--- src/sv/text_console_cell_writer_macros.svh ---
// Assertion macros for the text console cell writer.
// Used at the end of the top level; no other dependencies.
`ifndef TEXT_CONSOLE_CELL_WRITER_MACROS_SVH
`define TEXT_CONSOLE_CELL_WRITER_MACROS_SVH

// Consequent must hold in the same cycle as the antecedent.
`define CCW_ASSERT_SAME(lbl, clk, rst, ante, cons, msg) \
   lbl: assert property (@(posedge clk) disable iff (rst) (ante) |-> (cons)) else $error(msg);

// Consequent must hold in the cycle after the antecedent.
`define CCW_ASSERT_NEXT(lbl, clk, rst, ante, cons, msg) \
   lbl: assert property (@(posedge clk) disable iff (rst) (ante) |=> (cons)) else $error(msg);

`endif

--- src/sv/ccw_pkg.sv ---
// Shared types and constants for the text console cell writer.
// No dependencies; used by ccw_ctrl and text_console_cell_writer.
package ccw_pkg;

   localparam int DEF_COLS     = 80;
   localparam int DEF_ROWS     = 25;
   localparam int CHAR_W       = 8;
   localparam int ENTRY_W      = 16;
   localparam int COL_OUT_W    = 7;
   localparam int ROW_OUT_W    = 5;
   localparam int CELL_INDEX_W = 11;
   localparam int CFG_IDX_W    = 1;
   localparam int TAB_STOP     = 8;
   localparam int TAB_LOG      = 3;
   localparam int TAB_W        = 4;

   localparam logic [CHAR_W-1:0] CH_NL    = 8'h0A;
   localparam logic [CHAR_W-1:0] CH_CR    = 8'h0D;
   localparam logic [CHAR_W-1:0] CH_TAB   = 8'h09;
   localparam logic [CHAR_W-1:0] CH_BS    = 8'h08;
   localparam logic [CHAR_W-1:0] CH_SPACE = 8'h20;

   localparam logic [CHAR_W-1:0]  RESET_ATTR  = 8'd7;
   localparam logic [ENTRY_W-1:0] BLANK_RESET = {RESET_ATTR, CH_SPACE};

   typedef enum logic [CFG_IDX_W-1:0] {
      CFG_WRITE_ATTR = 1'b0,
      CFG_BLANK_ATTR = 1'b1
   } cfg_reg_type;

   typedef enum logic {
      REQ_PUT  = 1'b0,
      REQ_READ = 1'b1
   } req_kind_type;

   typedef enum logic [2:0] {
      ST_CLEAR,
      ST_IDLE,
      ST_READ,
      ST_PUT,
      ST_SCROLL,
      ST_DONE
   } state_type;

   typedef struct packed {
      logic [ENTRY_W-1:0]   entry;
      logic [COL_OUT_W-1:0] col;
      logic [ROW_OUT_W-1:0] row;
   } rsp_type;

endpackage

--- src/sv/ccw_ctrl.sv ---
// Console sequencer: cursor, scroll offset, config registers and RAM access.
// Depends on ccw_pkg. The screen is a ring of rows; top_base marks row 0.
module ccw_ctrl #(
   parameter int COLS = ccw_pkg::DEF_COLS,
   parameter int ROWS = ccw_pkg::DEF_ROWS,
   parameter int CELLS = COLS * ROWS,
   parameter int AW = $clog2(CELLS)
) (
   input  logic                              clock,
   input  logic                              reset,
   input  logic                              req_valid,
   output logic                              req_ready,
   input  logic                              req_type,
   input  logic [ccw_pkg::CHAR_W-1:0]        req_char_code,
   input  logic [ccw_pkg::CELL_INDEX_W-1:0]  req_cell_index,
   input  logic                              csr_write_en,
   input  logic [ccw_pkg::CFG_IDX_W-1:0]     csr_index,
   input  logic [ccw_pkg::CHAR_W-1:0]        csr_wdata,
   output logic                              res_valid,
   output ccw_pkg::rsp_type                  res,
   input  logic                              res_ready,
   output logic                              ram_wr_en,
   output logic [AW-1:0]                     ram_wr_addr,
   output logic [ccw_pkg::ENTRY_W-1:0]       ram_wr_data,
   output logic                              ram_rd_en,
   output logic [AW-1:0]                     ram_rd_addr,
   input  logic [ccw_pkg::ENTRY_W-1:0]       ram_rd_data
);

   localparam int CW = $clog2(COLS + 1);
   localparam int RW = (ROWS > 1) ? $clog2(ROWS) : 1;
   localparam int IW = ccw_pkg::CELL_INDEX_W;
   localparam int SW = ((AW > IW) ? AW : IW) + 1;

   localparam logic [AW:0]   CELLS_X  = (AW + 1)'(CELLS);
   localparam logic [SW-1:0] CELLS_S  = SW'(CELLS);
   localparam logic [AW-1:0] COLS_A   = AW'(COLS);
   localparam logic [AW:0]   COLS_X   = (AW + 1)'(COLS);
   localparam logic [AW-1:0] LAST_CELL = AW'(CELLS - 1);
   localparam logic [AW-1:0] LAST_COL_A = AW'(COLS - 1);
   localparam logic [CW-1:0] COLS_C   = CW'(COLS);
   localparam logic [CW-1:0] LAST_COL = CW'(COLS - 1);
   localparam logic [RW-1:0] LAST_ROW = RW'(ROWS - 1);

   ccw_pkg::state_type state_ff, state_in;
   logic [CW-1:0] col_ff, col_in;
   logic [RW-1:0] row_ff, row_in;
   logic [AW-1:0] row_base_ff, row_base_in;
   logic [AW-1:0] top_base_ff, top_base_in;
   logic [AW-1:0] sweep_ff, sweep_in;
   logic [ccw_pkg::TAB_W-1:0] cnt_ff, cnt_in;
   logic [ccw_pkg::CHAR_W-1:0] ch_ff, ch_in;
   logic [ccw_pkg::ENTRY_W-1:0] entry_ff, entry_in;
   logic ret_put_ff, ret_put_in;
   logic [ccw_pkg::CHAR_W-1:0] wattr_ff, battr_ff;

   logic [AW:0]   cur_sum, top_next;
   logic [AW-1:0] cur_addr, top_wrap;
   logic [SW-1:0] idx_ext, rd_sum;
   logic          idx_ok, last_row;

   // physical address of the cursor cell and of a requested cell
   assign cur_sum  = {1'b0, top_base_ff} + {1'b0, row_base_ff} + (AW + 1)'(col_ff);
   assign cur_addr = (cur_sum >= CELLS_X) ? AW'(cur_sum - CELLS_X) : AW'(cur_sum);
   assign idx_ext  = SW'(req_cell_index);
   assign idx_ok   = idx_ext < CELLS_S;
   assign rd_sum   = idx_ext + SW'(top_base_ff);
   assign top_next = {1'b0, top_base_ff} + COLS_X;
   assign top_wrap = (top_next == CELLS_X) ? '0 : AW'(top_next);
   assign last_row = row_ff == LAST_ROW;

   always_ff @(posedge clock) begin
      if (reset) begin
         wattr_ff <= ccw_pkg::RESET_ATTR;
         battr_ff <= ccw_pkg::RESET_ATTR;
      end else if (csr_write_en) begin
         unique case (ccw_pkg::cfg_reg_type'(csr_index))
            ccw_pkg::CFG_WRITE_ATTR: wattr_ff <= csr_wdata;
            ccw_pkg::CFG_BLANK_ATTR: battr_ff <= csr_wdata;
            default: ;
         endcase
      end
   end

   always_ff @(posedge clock) begin
      if (reset) begin
         state_ff    <= ccw_pkg::ST_CLEAR;
         col_ff      <= '0;
         row_ff      <= '0;
         row_base_ff <= '0;
         top_base_ff <= '0;
         sweep_ff    <= '0;
      end else begin
         state_ff    <= state_in;
         col_ff      <= col_in;
         row_ff      <= row_in;
         row_base_ff <= row_base_in;
         top_base_ff <= top_base_in;
         sweep_ff    <= sweep_in;
      end
   end

   always_ff @(posedge clock) begin
      cnt_ff     <= cnt_in;
      ch_ff      <= ch_in;
      entry_ff   <= entry_in;
      ret_put_ff <= ret_put_in;
   end

   always_comb begin
      state_in    = state_ff;
      col_in      = col_ff;
      row_in      = row_ff;
      row_base_in = row_base_ff;
      top_base_in = top_base_ff;
      sweep_in    = sweep_ff;
      cnt_in      = cnt_ff;
      ch_in       = ch_ff;
      entry_in    = entry_ff;
      ret_put_in  = ret_put_ff;
      req_ready   = 1'b0;
      res_valid   = 1'b0;
      ram_wr_en   = 1'b0;
      ram_wr_addr = cur_addr;
      ram_wr_data = {wattr_ff, ch_ff};
      ram_rd_en   = 1'b0;
      ram_rd_addr = (rd_sum >= CELLS_S) ? AW'(rd_sum - CELLS_S) : AW'(rd_sum);

      unique case (state_ff)
         ccw_pkg::ST_CLEAR: begin
            ram_wr_en   = 1'b1;
            ram_wr_addr = sweep_ff;
            ram_wr_data = ccw_pkg::BLANK_RESET;
            if (sweep_ff == LAST_CELL) begin
               sweep_in = '0;
               state_in = ccw_pkg::ST_IDLE;
            end else begin
               sweep_in = sweep_ff + AW'(1);
            end
         end
         ccw_pkg::ST_IDLE: begin
            req_ready = 1'b1;
            if (req_valid) begin
               entry_in = '0;
               if (req_type == ccw_pkg::REQ_READ) begin
                  ram_rd_en = idx_ok;
                  state_in  = idx_ok ? ccw_pkg::ST_READ : ccw_pkg::ST_DONE;
               end else begin
                  state_in = ccw_pkg::ST_DONE;
                  unique case (req_char_code)
                     ccw_pkg::CH_NL: begin
                        col_in = '0;
                        if (last_row) begin
                           ret_put_in = 1'b0;
                           sweep_in   = '0;
                           state_in   = ccw_pkg::ST_SCROLL;
                        end else begin
                           row_in      = row_ff + RW'(1);
                           row_base_in = row_base_ff + COLS_A;
                        end
                     end
                     ccw_pkg::CH_CR: col_in = '0;
                     ccw_pkg::CH_BS: begin
                        if (col_ff != '0) begin
                           col_in = col_ff - CW'(1);
                        end else if (row_ff != '0) begin
                           row_in      = row_ff - RW'(1);
                           row_base_in = row_base_ff - COLS_A;
                           col_in      = LAST_COL;
                        end
                     end
                     ccw_pkg::CH_TAB: begin
                        cnt_in   = ccw_pkg::TAB_W'(ccw_pkg::TAB_STOP)
                                 - ccw_pkg::TAB_W'(col_ff[ccw_pkg::TAB_LOG-1:0]);
                        ch_in    = ccw_pkg::CH_SPACE;
                        state_in = ccw_pkg::ST_PUT;
                     end
                     default: begin
                        cnt_in   = ccw_pkg::TAB_W'(1);
                        ch_in    = req_char_code;
                        state_in = ccw_pkg::ST_PUT;
                     end
                  endcase
               end
            end
         end
         ccw_pkg::ST_READ: begin
            entry_in = ram_rd_data;
            state_in = ccw_pkg::ST_DONE;
         end
         ccw_pkg::ST_PUT: begin
            if (col_ff >= COLS_C) begin
               // wrap pending: new line first, then write on a later cycle
               col_in = '0;
               if (last_row) begin
                  ret_put_in = 1'b1;
                  sweep_in   = '0;
                  state_in   = ccw_pkg::ST_SCROLL;
               end else begin
                  row_in      = row_ff + RW'(1);
                  row_base_in = row_base_ff + COLS_A;
               end
            end else begin
               ram_wr_en = 1'b1;
               col_in    = col_ff + CW'(1);
               cnt_in    = cnt_ff - ccw_pkg::TAB_W'(1);
               if (cnt_ff == ccw_pkg::TAB_W'(1)) begin
                  state_in = ccw_pkg::ST_DONE;
               end
            end
         end
         ccw_pkg::ST_SCROLL: begin
            // blank the old top row, which becomes the new bottom row
            ram_wr_en   = 1'b1;
            ram_wr_addr = top_base_ff + sweep_ff;
            ram_wr_data = {battr_ff, ccw_pkg::CH_SPACE};
            if (sweep_ff == LAST_COL_A) begin
               sweep_in    = '0;
               top_base_in = top_wrap;
               state_in    = ret_put_ff ? ccw_pkg::ST_PUT : ccw_pkg::ST_DONE;
            end else begin
               sweep_in = sweep_ff + AW'(1);
            end
         end
         ccw_pkg::ST_DONE: begin
            res_valid = 1'b1;
            if (res_ready) begin
               state_in = ccw_pkg::ST_IDLE;
            end
         end
         default: state_in = ccw_pkg::ST_IDLE;
      endcase
   end

   assign res.entry = entry_ff;
   assign res.col   = ccw_pkg::COL_OUT_W'(col_ff);
   assign res.row   = ccw_pkg::ROW_OUT_W'(row_ff);

endmodule

--- config.mk ---
export PLATFORM = sky130hd
export DESIGN_NAME = ccw_ctrl
export DESIGN_NICKNAME = d
export VERILOG_FILES = /design/src/sv/text_console_cell_writer_macros.svh /design/src/sv/ccw_pkg.sv /design/src/sv/ccw_ctrl.sv
export SDC_FILE = /design/constraint.sdc
export NUM_CORES = 1
export LEC_CHECK = 0
export BUFFER_PORTS_ARGS = -buffer_cell sky130_fd_sc_hd__buf_2
export CORE_MARGIN = 4
export CORE_UTILIZATION = 50
export DETAILED_ROUTE_END_ITERATION = 16
export PLACE_DENSITY_LB_ADDON = 0.15
export SLEW_MARGIN = 40
export SYNTH_ARGS = -nofsm -noshare
export SYNTH_HDL_FRONTEND = slang
export SYNTH_SLANG_ARGS = --single-unit
--- constraint.sdc ---
create_clock -name clock -period 4.4 [get_ports clock]
set_input_delay 0.44 -clock clock [delete_from_list [all_inputs] [get_ports clock]]
set_output_delay 0.44 -clock clock [all_outputs]
set_load 0.01 [all_outputs]
==> results of run 1 <==
## final cells by class
cell class | instances | share of cell area [%]
inverter | 35 | 1.78
sequential | 85 | 27.0
clock buffer | 9 | 3.04
tap | 172 | 2.91
timing repair buffer | 128 | 8.99
multi-input combinational | 636 | 55.2
clock inverter | 7 | 1.03
## synthesized netlist by cell type (3+ instances only)
library cell,number,share of area [%]
xnor2_1,38,5.2
a311oi_1,7,0.96
and3_1,10,0.98
a31oi_1,14,1.4
a21oi_1,58,4.5
edfxtp_1,29,14
nor3b_1,4,0.47
nand2b_1,10,0.98
nor4_1,5,0.49
a22oi_1,5,0.59
o21ai_1,3,0.24
nand3_1,25,2.0
dfxtp_1,56,18
o31ai_1,6,0.71
xor2_1,11,1.5
nand2_1,95,5.6
nand4_1,11,1.1
o21a_1,9,1.1
a21o_1,6,0.71
o21bai_1,3,0.35
a211o_1,6,0.82
mux2i_1,13,2.0
or3_1,9,0.88
o211ai_1,5,0.59
a2111oi_0,4,0.55
a211oi_1,8,0.94
inv_1,33,1.9
ha_1,43,8.4
clkbuf_1,38,2.2
buf_1,3,0.18
or2_2,4,0.39
nor3_1,24,1.9
o21ai_0,29,2.3
and2_1,23,2.3
fa_1,3,0.94
nand3b_1,10,1.2
o22ai_1,6,0.59
nor2_1,78,4.6
buf_2,4,0.31
nor2b_1,11,1.1
## cell usage in the layout, fill, tap and decap left out, types with 7 or more instances in the layout
cell	instances
buf_2	118
nand2_1	95
nor2_1	77
a21oi_1	58
dfxtp_1	51
ha_1	42
xnor2_1	36
inv_1	33
o21ai_0	29
edfxtp_1	29
nand3_1	25
nor3_1	24
and2_1	23
a31oi_1	14
mux2i_1	13
xor2_1	11
nor2b_1	11
nand4_1	11
and3_1	10
nand3b_1	10
nand2b_1	10
buf_4	10
o21a_1	9
or3_1	9
clkbuf_16	9
a211oi_1	8
a311oi_1	7
## worst max-delay path, stage by stage, from the launching register on
cell and delay (ns):
dfxtp_2 0.37, fa_1 0.49, ha_2 0.43, nor2_1 0.09
a21boi_1 0.15, or4_4 0.55, or3_1 0.40, o22ai_2 0.18
nor3_1 0.06, or4_1 0.56, buf_2 0.16
## what timing repair did
item,CTS,global route
endpoints found under the setup margin,1,2
gates resized for setup,2,7
pin swaps,0,0
## stage by stage
step | instance area, sq um | TNS [ns] | total power (W) | setup WS [ns]
6_report | 7400 | 0 | 0.00172 | 0.165
5_1_grt | 7400 | -0.00330 | 0.00179 | -0.00330
4_1_cts | 7380 | 0 | 0.00174 | 0.0158
3_5_place_dp | 7070 | 0 | 0.000962 | 0.346
3_3_place_gp | 7070 | 0 | 0.000958 | 0.494
2_1_floorplan | 6380 | 0 | 0.000913 | 0.610
## cells by family after synthesis
kind of cell	count (synthesis)	share of synthesized area [%]
buffers and inverters	82	5.08
other	1	0.0588
and+or+nand+nor	334	26.0
adders and majority gates	46	9.37
xor gates and xnor gates	49	6.73
DFF	85	31.2
muxes	13	2.04
AOI/OAI and AO/OA	192	19.5
## worst min path at each step
| stage | start | to | slack, ns | cells after the start |
|---|---|---|---|---|
| 4_1_cts | req_char_code[7] | ch_ff[7] | 0.27 | 1 |
| 3_5_place_dp | wattr_ff[6] | wattr_ff[6] | 0.45 | 2 |
| 5_1_grt | req_char_code[7] | ch_ff[7] | 0.28 | 1 |
| 2_1_floorplan | wattr_ff[3] | wattr_ff[3] | 0.44 | 2 |
| 3_3_place_gp | wattr_ff[7] | wattr_ff[7] | 0.44 | 2 |
| 6_report | req_char_code[7] | ch_ff[7] | 0.28 | 1 |
## power by group through the flow
stage / registers [W] / logic (W) / clock network, W
2_1_floorplan: 0.000840 / 0.0000725 / 0
3_3_place_gp: 0.000842 / 0.000117 / 0
3_5_place_dp: 0.000842 / 0.000120 / 0
4_1_cts: 0.000824 / 0.000120 / 0.000798
5_1_grt: 0.000826 / 0.000135 / 0.000829
6_report: 0.000825 / 0.000121 / 0.000776
## state kept, by name (all words and copies together) (netlist names)
| signal | cells |
|---|---|
| cnt_ff | 4 |
| state_ff | 3 |
| ch_ff | 8 |
| sweep_ff | 11 |
| col_ff | 7 |
| row_base_ff | 7 |
| battr_ff | 8 |
| wattr_ff | 8 |
| top_base_ff | 7 |
| entry_ff | 16 |
| ret_put_ff | 1 |
| row_ff | 5 |
## metal layers
| metal | global-route usage (%) | vias up |
|---|---|---|
| met4 | 7.29 | 0 |
| met5 | 0 | - |
| met3 | 4.06 | 26 |
| met1 | 29.6 | 2906 |
| met2 | 38.3 | 241 |
| li1 | - | 3058 |
==> flow_metrics.env, run 1 <==
export IMPL_status="finished, final reports clean"
export IMPL_max_cap_viol_count=0
export IMPL_dieArea_sq_um=14600
export IMPL_cts_tree="built"
export IMPL_yosysSeqAreaShare_pct=31.2
export IMPL_dr_wl_met3_microns=1180
export IMPL_min_period_over_period_pct=96.2
export IMPL_diodes=0
export IMPL_portBuffers=119
export IMPL_crit_path_start_kind="flip-flop"
export IMPL_gp_congestion=0.922
export IMPL_rows=41
export IMPL_fin_crit_ns=4.23
export IMPL_worstPathRequired_ns=3.96
export IMPL_grt_pass1_wl_microns=27200
export IMPL_grt_max_degree=47
export IMPL_swShare_pct=26.0
export IMPL_ios=120
export IMPL_detail_route_antenna_nets=0
export IMPL_crit_path_end="ram_wr_addr[9]"
export IMPL_skew_ns=0.0103
export IMPL_htree_levels=3
export IMPL_viasPerCell=5.81
export IMPL_path_class="reg2out"
export IMPL_relSlewSlack_pct=38.4
export IMPL_ys_seq_elements=85
export IMPL_synthCells=802
export IMPL_cts_sink_count=85
export IMPL_synth_cell_types=71
export IMPL_cts_root_buf="clkbuf_16"
export IMPL_multi_input_area_sq_um=4090
export IMPL_ctsHoldBuffers=0
export IMPL_wl_met1_microns=7210
export IMPL_ir_drop_mv=0.253
export IMPL_drv_slew=0
export IMPL_grt_overflow=0
export IMPL_antenna_found_initial=0
export IMPL_core_sq_um=12600
export IMPL_critPathMaxFanout=10
export IMPL_dr_first_iter_drc_count=423
export IMPL_top_layer_used="met4"
export IMPL_post_cts_buffers=0
export IMPL_p_comb_share_pct=7.0
export IMPL_critPathLaunch="col_ff[6]"
export IMPL_hpwl_microns=12700
export IMPL_p_clk_share_pct=45.1
export IMPL_fillers=1162
export IMPL_tightest_slew_ns=0.915
export IMPL_num_vias=6231
export IMPL_final_cells=1072
export IMPL_first_pass_iters=6
export IMPL_grt_pass1_vias=5673
export IMPL_hold_slack_ns=0.280
export IMPL_path_clk_slew_ns=0.07
export IMPL_postSynthAreaPerCell_sq_um=7.95
export IMPL_async_flop_share_pct=0
export IMPL_fin_nets=991
export IMPL_track_usage_pct=22.8
export IMPL_yosys_warnings=0
export IMPL_regToRegStartpoint="state_ff[0]"
export IMPL_synthFlopType="dfxtp_1"
export IMPL_power_density_nw_per_um2=233
export IMPL_setup_viol=0
export IMPL_p_int_w=0.00127
export IMPL_switchingPower_w=0.000448
export IMPL_worst_r2r_cell_count=10
export IMPL_r2r_end="row_base_ff[7]"
export IMPL_r2r_slack_ns=1.33
export IMPL_dieHeight_microns=121
export IMPL_wl_per_cell_microns=15.8
export IMPL_synth_edf_count=29
export IMPL_crit_arrival_ns=3.79
export IMPL_dp_cells=1056
export IMPL_regArea_sq_um=2000
export IMPL_drc_errors=0
export IMPL_fmax_mhz=236
export IMPL_syn_to_final_growth_pct=16.0
export IMPL_syn_area_sq_um=6380
export IMPL_clk_latency_ns=0.36
export IMPL_p_leak_nw=3.09
export IMPL_wl_met2_microns=8240
export IMPL_die_w_microns=121
export IMPL_routed_wl_microns=16900
export IMPL_numCtsBuffers=9
export IMPL_clock_path_buffers=2
export IMPL_drive_above_1_share_pct=18.3
export IMPL_pwr_share_seq_pct=47.9
export IMPL_crit_path_end_kind="primary output"
export IMPL_hp_class="in2reg"
export IMPL_finish_utilization_pct=58.9
export IMPL_start_util_pct=50.8
export IMPL_finalHoldViolCount=0
Note: power is estimated with default switching activity, not from simulation.
==> run 2, diff against run 1 <==
--- a/config.mk
+++ b/config.mk
@@ -5,6 +5,7 @@
 export SDC_FILE = /design/constraint.sdc
 export NUM_CORES = 1
 export LEC_CHECK = 0
+export ABC_AREA = 1
 export BUFFER_PORTS_ARGS = -buffer_cell sky130_fd_sc_hd__buf_2
 export CORE_MARGIN = 4
 export CORE_UTILIZATION = 50
==> constraint.sdc (replaced) <==
create_clock -name clock -period 5.2 [get_ports clock]
set_input_delay 0.52 -clock clock [delete_from_list [all_inputs] [get_ports clock]]
set_output_delay 0.52 -clock clock [all_outputs]
set_load 0.01 [all_outputs]
==> run 2 against run 1 <==
  * Global-route usage up 0.52 points
  * Final area is 1.1% higher
  * Largest cell class unchanged
  * Final cell count increased by 16%
  * Sequential share of layout area is 0.38 points lower
==> flow_metrics.env, run 2 <==
export IMPL_status="finished, final reports clean"
export IMPL_crit_path_end_kind="primary output"
export IMPL_async_flop_share_pct=0
export IMPL_rows=41
export IMPL_finalHoldViolCount=0
export IMPL_hp_class="in2reg"
export IMPL_min_from="req_char_code[6]"
export IMPL_drc_errors=0
export IMPL_antenna_found_initial=0
export IMPL_synth_cell_types=54
export IMPL_crit_top_cell="nand2_1"
export IMPL_whs_path_depth=1
export IMPL_first_pass_iters=5
export IMPL_rsz0062_at_grt="no"
export IMPL_synth_edf_count=29
export IMPL_ir_drop_mv=0.167
export IMPL_crit_slowest_cell="fa_1"
export IMPL_post_cts_buffers=0
export IMPL_start_util_pct=51.2
export IMPL_grt_pass1_wl_microns=27500
export IMPL_p_leak_nw=3.73
export IMPL_setup_viol=0
export IMPL_synthCells=961
export IMPL_drv_slew=0
export IMPL_dieHeight_microns=122
export IMPL_wl_per_cell_microns=13.6
export IMPL_routed_wl_microns=16900
export IMPL_regToRegStartpoint="state_ff[1]"
export IMPL_grt_overflow=0
export IMPL_path_clk_slew_ns=0.06
export IMPL_slowest_delay_ns=0.47
export IMPL_core_sq_um=12700
export IMPL_critPathMaxFanout=8
export IMPL_grt_max_degree=31
export IMPL_fin_nets=1165
export IMPL_numCtsBuffers=9
export IMPL_setup_tns_ns=0
export IMPL_dieArea_sq_um=14800
export IMPL_num_vias=6448
export IMPL_postSynthAreaPerCell_sq_um=6.74
export IMPL_relSlewSlack_pct=54.1
export IMPL_crit_arrival_ns=3.14
export IMPL_yosysSeqAreaShare_pct=30.7
export IMPL_syn_to_final_growth_pct=15.5
export IMPL_dp_cells=1230
export IMPL_final_common_cell="nand2_1"
export IMPL_clock_path_buffers=2
export IMPL_syn_area_sq_um=6480
export IMPL_path_class="reg2out"
export IMPL_yosysTopAreaCellShare_pct=17.3
export IMPL_drive_above_1_share_pct=16.1
export IMPL_fin_crit_ns=3.66
export IMPL_grt_pass1_vias=5637
export IMPL_yosys_top_cells_count="nand2_1 (225), inv_1 (133), nor2_1 (128), nand3_1 (64), dfxtp_1 (56)"
export IMPL_clk_latency_ns=0.35
export IMPL_min_period_over_period_pct=70.3
export IMPL_ctsHoldBuffers=0
export IMPL_final_cells=1246
export IMPL_final_cell_mix="nand2_1 (225), inv_1 (133), nor2_1 (128)"
export IMPL_cp_top_family="adder cells"
export IMPL_htree_levels=3
export IMPL_die_w_microns=122
export IMPL_critPathLaunch="top_base_ff[5]"
export IMPL_diodes=0
export IMPL_ys_seq_elements=85
export IMPL_largest_register="entry_ff"
export IMPL_yosys_warnings=0
export IMPL_synth_area_leaders="dfxtp_1 (17%), edfxtp_1 (13%), nand2_1 (13%)"
export IMPL_cts_repair_resized=0
export IMPL_worst_r2r_cell_count=11
export IMPL_worstPathRequired_ns=4.68
export IMPL_viasPerCell=5.17
export IMPL_largestRegisters="entry_ff (16), sweep_ff (11)"
export IMPL_track_usage_pct=23.3
export IMPL_tightest_slew_ns=0.685
export IMPL_cts_root_buf="clkbuf_16"
export IMPL_max_cap_viol_count=0
export IMPL_crit_chain="fa_1 > ha_1 > xnor2_1 > ha_1 > nand2_1 > nor2_1 > a21oi_1 > nor2_1 > nand3_2 > nand2_4 > nand2_1 > nand2_1 > nand2_1 > nand2_1 > buf_2"
export IMPL_detail_route_antenna_nets=0
export IMPL_power_density_nw_per_um2=192
export IMPL_gp_congestion=0.918
export IMPL_dr_first_iter_drc_count=401
export IMPL_fmax_mhz=273
export IMPL_cp_depth=15
export IMPL_cts_tree="built"
export IMPL_hpwl_microns=13400
export IMPL_cts_sink_count=85
export IMPL_yosys_area_top_type="dfxtp_1"
export IMPL_ios=120
export IMPL_skew_ns=0.00633
export IMPL_crit_buf_inv=1
export IMPL_portBuffers=119
export IMPL_crit_path_start_kind="flip-flop"
export IMPL_synthFlopType="dfxtp_1"
export IMPL_synth_most_common_cell="nand2_1"
export IMPL_largest_reg_flops=16
==> run 2: changes by cell type in the layout (fill, tap and decap cells not counted), moves of 22 or more <==
| cell | change |
|---|---|
| and2_1 | -23 |
| nor2_1 | +51 |
| xnor2_1 | -22 |
| inv_1 | +100 |
| nand2_1 | +130 |
| nand3_1 | +39 |
==> run 2: metal layers <==
layer / vias up / part of all wire, % / global-route usage (%) / wire length (microns)
met5: - / 0 / 0 / 0
met3: 25 / 5.7 / 3.90 / 958
li1: 3334 / - / - / -
met1: 2895 / 46 / 31.5 / 7750
met4: 0 / 1.9 / 8.05 / 327
met2: 194 / 47 / 37.8 / 7880
==> run 2: stage by stage <==
stage | utilization (%) | instance area (sq um) | power, W | worst slack (ns) | hold WS (ns)
global route | 59.1 | 7480 | 0.00150 | 1.23 | 0.355
finish | 59.1 | 7480 | 0.00144 | 1.54 | 0.364
CTS | 59.1 | 7480 | 0.00145 | 1.52 | 0.357
floorplan | - | 6480 | 0.000779 | 2.14 | 0.429
global placement | 56.7 | 7190 | 0.000822 | 1.93 | 0.442
detailed placement | 56.7 | 7190 | 0.000824 | 1.90 | 0.449
==> run 2: cells by family after synthesis <==
logic type	synth area share (%)
buffers and inverters	10.3
adder cells (fa/ha/maj)	9.23
AO/OA/AOI/OAI	13.1
AND/OR/NAND/NOR	31.9
other	0.0579
XOR/XNOR	4.58
flip-flops	30.7
==> run 2: final timing paths <==
| path | end | slack (ns) |
|---|---|---|
| max | ram_wr_addr[8] | 1.54 |
| min | ch_ff[6] | 0.36 |
| max reg2reg | sweep_ff[8] | 2.65 |
| min reg2reg | wattr_ff[1] | 0.47 |
==> run 2: power breakdown <==
group | internal [W] | total [W] | switching [W]
clock | 0.000355 | 0.000630 | 0.000275
combinational | 0.0000433 | 0.000109 | 0.0000656
sequential | 0.000693 | 0.000700 | 0.00000615
total | 0.00109 | 0.00144 | 0.000347
==> run 2: layout make-up <==
cell class              instances  area (sq um)
multi-input cells             707          3830
repair buffers                121           611
flip-flops and latches         85          1990
inverters                     145           544
clock buffers                  10           250
fillers                      1261          5190
clock inverters                 6          42.5
well taps                     172           215
==> run 2: worst register-to-register path, cell delays in order, from the launching register on <==
cell and delay [ns]:
dfxtp_1 0.40, nor2_4 0.45, inv_2 0.32, nor2_1 0.26, buf_4 0.27, nor2_1 0.07
nand2_1 0.07, nand2_1 0.08, o21ai_4 0.28, inv_2 0.10, o21ai_0 0.08, nor2_1 0.06
==> run 3, diff against run 2 <==
==> constraint.sdc (replaced) <==
create_clock -name clock -period 3.1 [get_ports clock]
set_input_delay 0.31 -clock clock [delete_from_list [all_inputs] [get_ports clock]]
set_output_delay 0.31 -clock clock [all_outputs]
set_load 0.01 [all_outputs]
==> run 3 against run 2 <==
  * The run now ends with negative setup slack left
  * Clock-buffer cell count grew 1
  * Final cell count grew 1.9%
  * Highest routed layer is now met5
  * Worst setup slack lost 1.6 ns
  * Routed wire length grew 6.6%
  * Critical path type unchanged
  * Critical path depth is the same
  * Clock skew grew 0.0016 ns
  * Via count grew 3.2%
==> flow_metrics.env, run 3 (synthesis results as in run 2) <==
export IMPL_cts_sink_count=85
export IMPL_detail_route_antenna_nets=0
export IMPL_rows=41
export IMPL_grt_overflow=0
export IMPL_critPathLaunch="top_base_ff[5]"
export IMPL_largest_reg_flops=16
export IMPL_num_vias=6654
export IMPL_track_usage_pct=24.0
export IMPL_gp_congestion=0.981
export IMPL_drv_slew=0
export IMPL_setup_tns_ns=-0.496
export IMPL_whs_path_depth=1
export IMPL_dieHeight_microns=122
export IMPL_path_class="reg2out"
export IMPL_syn_to_final_growth_pct=22.3
export IMPL_final_common_cell="nand2_1"
export IMPL_hp_class="in2reg"
export IMPL_violations="negative setup slack"
export IMPL_numCtsBuffers=9
export IMPL_min_period_over_period_pct=103
export IMPL_fmax_mhz=314
export IMPL_critPathMaxFanout=8
export IMPL_layout_setup_ws_ns=-0.0887
export IMPL_drc_errors=0
export IMPL_viasPerCell=5.24
export IMPL_rsz0062_at_grt="yes"
export IMPL_tightest_slew_ns=0.711
export IMPL_fin_nets=1189
export IMPL_cts_root_buf="clkbuf_16"
export IMPL_clk_latency_ns=0.34
export IMPL_diodes=0
export IMPL_start_util_pct=51.2
export IMPL_grt_pass1_vias=5957
export IMPL_fillers=1184
export IMPL_max_cap_viol_count=0
export IMPL_wl_per_cell_microns=14.2
export IMPL_clock_path_buffers=2
export IMPL_pwr_share_seq_pct=47.2
export IMPL_total_power_w=0.00248
export IMPL_dr_first_iter_drc_count=551
export IMPL_multi_input_area_sq_um=4040
export IMPL_min_from="req_char_code[7]"
export IMPL_largest_register="entry_ff"
export IMPL_crit_path_end_kind="primary output"
export IMPL_hold_slack_ns=0.152
export IMPL_core_sq_um=12700
export IMPL_p_clk_share_pct=45.1
export IMPL_first_pass_iters=5
export IMPL_worstPathRequired_ns=2.79
export IMPL_r2r_end="sweep_ff[8]"
export IMPL_regArea_sq_um=2010
export IMPL_path_clk_slew_ns=0.07
export IMPL_hpwl_microns=13800
export IMPL_p_comb_share_pct=7.7
export IMPL_status="complete, but fails checks"
export IMPL_crit_path_start_kind="flip-flop"
export IMPL_crit_arrival_ns=2.88
export IMPL_drive_above_1_share_pct=22.3
export IMPL_cts_tree="built"
export IMPL_p_int_w=0.00187
export IMPL_ios=120
export IMPL_worst_r2r_cell_count=11
export IMPL_regToRegStartpoint="row_ff[0]"
export IMPL_dieArea_sq_um=14800
export IMPL_antenna_found_initial=0
export IMPL_r2r_slack_ns=0.60
export IMPL_die_w_microns=122
export IMPL_routed_wl_microns=18000
export IMPL_portBuffers=119
export IMPL_p_leak_nw=3.90
export IMPL_fin_crit_ns=3.19
export IMPL_largestRegisters="entry_ff (16), sweep_ff (11)"
export IMPL_min_to="ch_ff[7]"
export IMPL_htree_levels=3
export IMPL_power_density_nw_per_um2=313
export IMPL_finalHoldViolCount=0
export IMPL_grt_pass1_wl_microns=28500
export IMPL_swShare_pct=24.7
export IMPL_ir_drop_mv=0.366
export IMPL_grt_max_degree=21
export IMPL_final_cell_mix="nand2_1 (215), inv_1 (126), nor2_1 (123)"
export IMPL_setup_viol=7
export IMPL_switchingPower_w=0.000613
export IMPL_skew_ns=0.00791
export IMPL_relSlewSlack_pct=52.5
## run 3: cell types whose count changed in the layout (fill, tap and decap cells not counted), moves of 4 or more
cell     delta
buf_4      +23
dfxtp_1    -11
dfxtp_2    +10
nand2_1    -10
inv_1       -7
nand2_2     +7
ha_1        -6
ha_4        +5
nor2_1      -5
inv_2       +4
## run 3: final cells by class
type	count	area share, %
Clock buffer	11	3.33
Timing Repair Buffer	145	10.2
Inverter	145	6.93
Tap cell	172	2.71
Multi-Input combinational cell	707	51.0
Sequential cell	85	25.3
Clock inverter	5	0.552
## run 3: power by group through the flow
stage               Combinational (W)  Sequential, W  Clock, W
floorplan                    0.000111        0.00120         0
global placement             0.000182        0.00120         0
detailed placement           0.000184        0.00120         0
CTS                          0.000185        0.00117   0.00113
global route                 0.000215        0.00117   0.00117
finish                       0.000190        0.00117   0.00112
## run 3: per-stage QoR
stage               cell area [sq um]  util [%]  instances  worst slack [ns]
floorplan                        6480         -        962             0.248
global placement                 7290      57.5       1244             0.134
detailed placement               7300      57.6       1244            0.0711
CTS                              7740      61.1       1266           -0.0510
global route                     7930      62.6       1270            -0.230
finish                           7930      62.6       1270           -0.0887
## run 3: how the worst max path moves through the flow
stage	to	depth (start not counted)
floorplan	ram_wr_addr[4]	14
global placement	ram_wr_addr[8]	16
detailed placement	ram_wr_addr[8]	17
CTS	ram_wr_addr[8]	16
global route	ram_wr_addr[7]	15
finish	ram_wr_addr[6]	15
## run 3: per-layer routing
layer | global-route usage (%) | part of all wire [%] | vias up
li1 | - | - | 3388
met1 | 31.3 | 43 | 2969
met2 | 39.3 | 47 | 256
met3 | 5.11 | 8.0 | 39
met4 | 8.26 | 2.3 | 2
met5 | 2.08 | 0.18 | -
## run 3: repair_timing
item / in CTS / in global routing
resized for setup: 25 / 43
setup endpoints to repair: 14 / 14
hold buffers: 0 / 0
pin swaps: 11 / 14
setup buffers: 6 / 4
## run 3: worst max-delay path, cell delays in order, from the launching register on
cell and delay, ns:
dfxtp_2 0.33, fa_1 0.59, ha_4 0.23, xnor2_4 0.20
ha_4 0.18, nand2_4 0.05, nor2_4 0.11, a21oi_4 0.07
nor2_4 0.14, nand3_4 0.12, nand2_4 0.14, nand2_1 0.07
nand2_1 0.06, nand2_1 0.05, nand2_1 0.07, buf_2 0.12
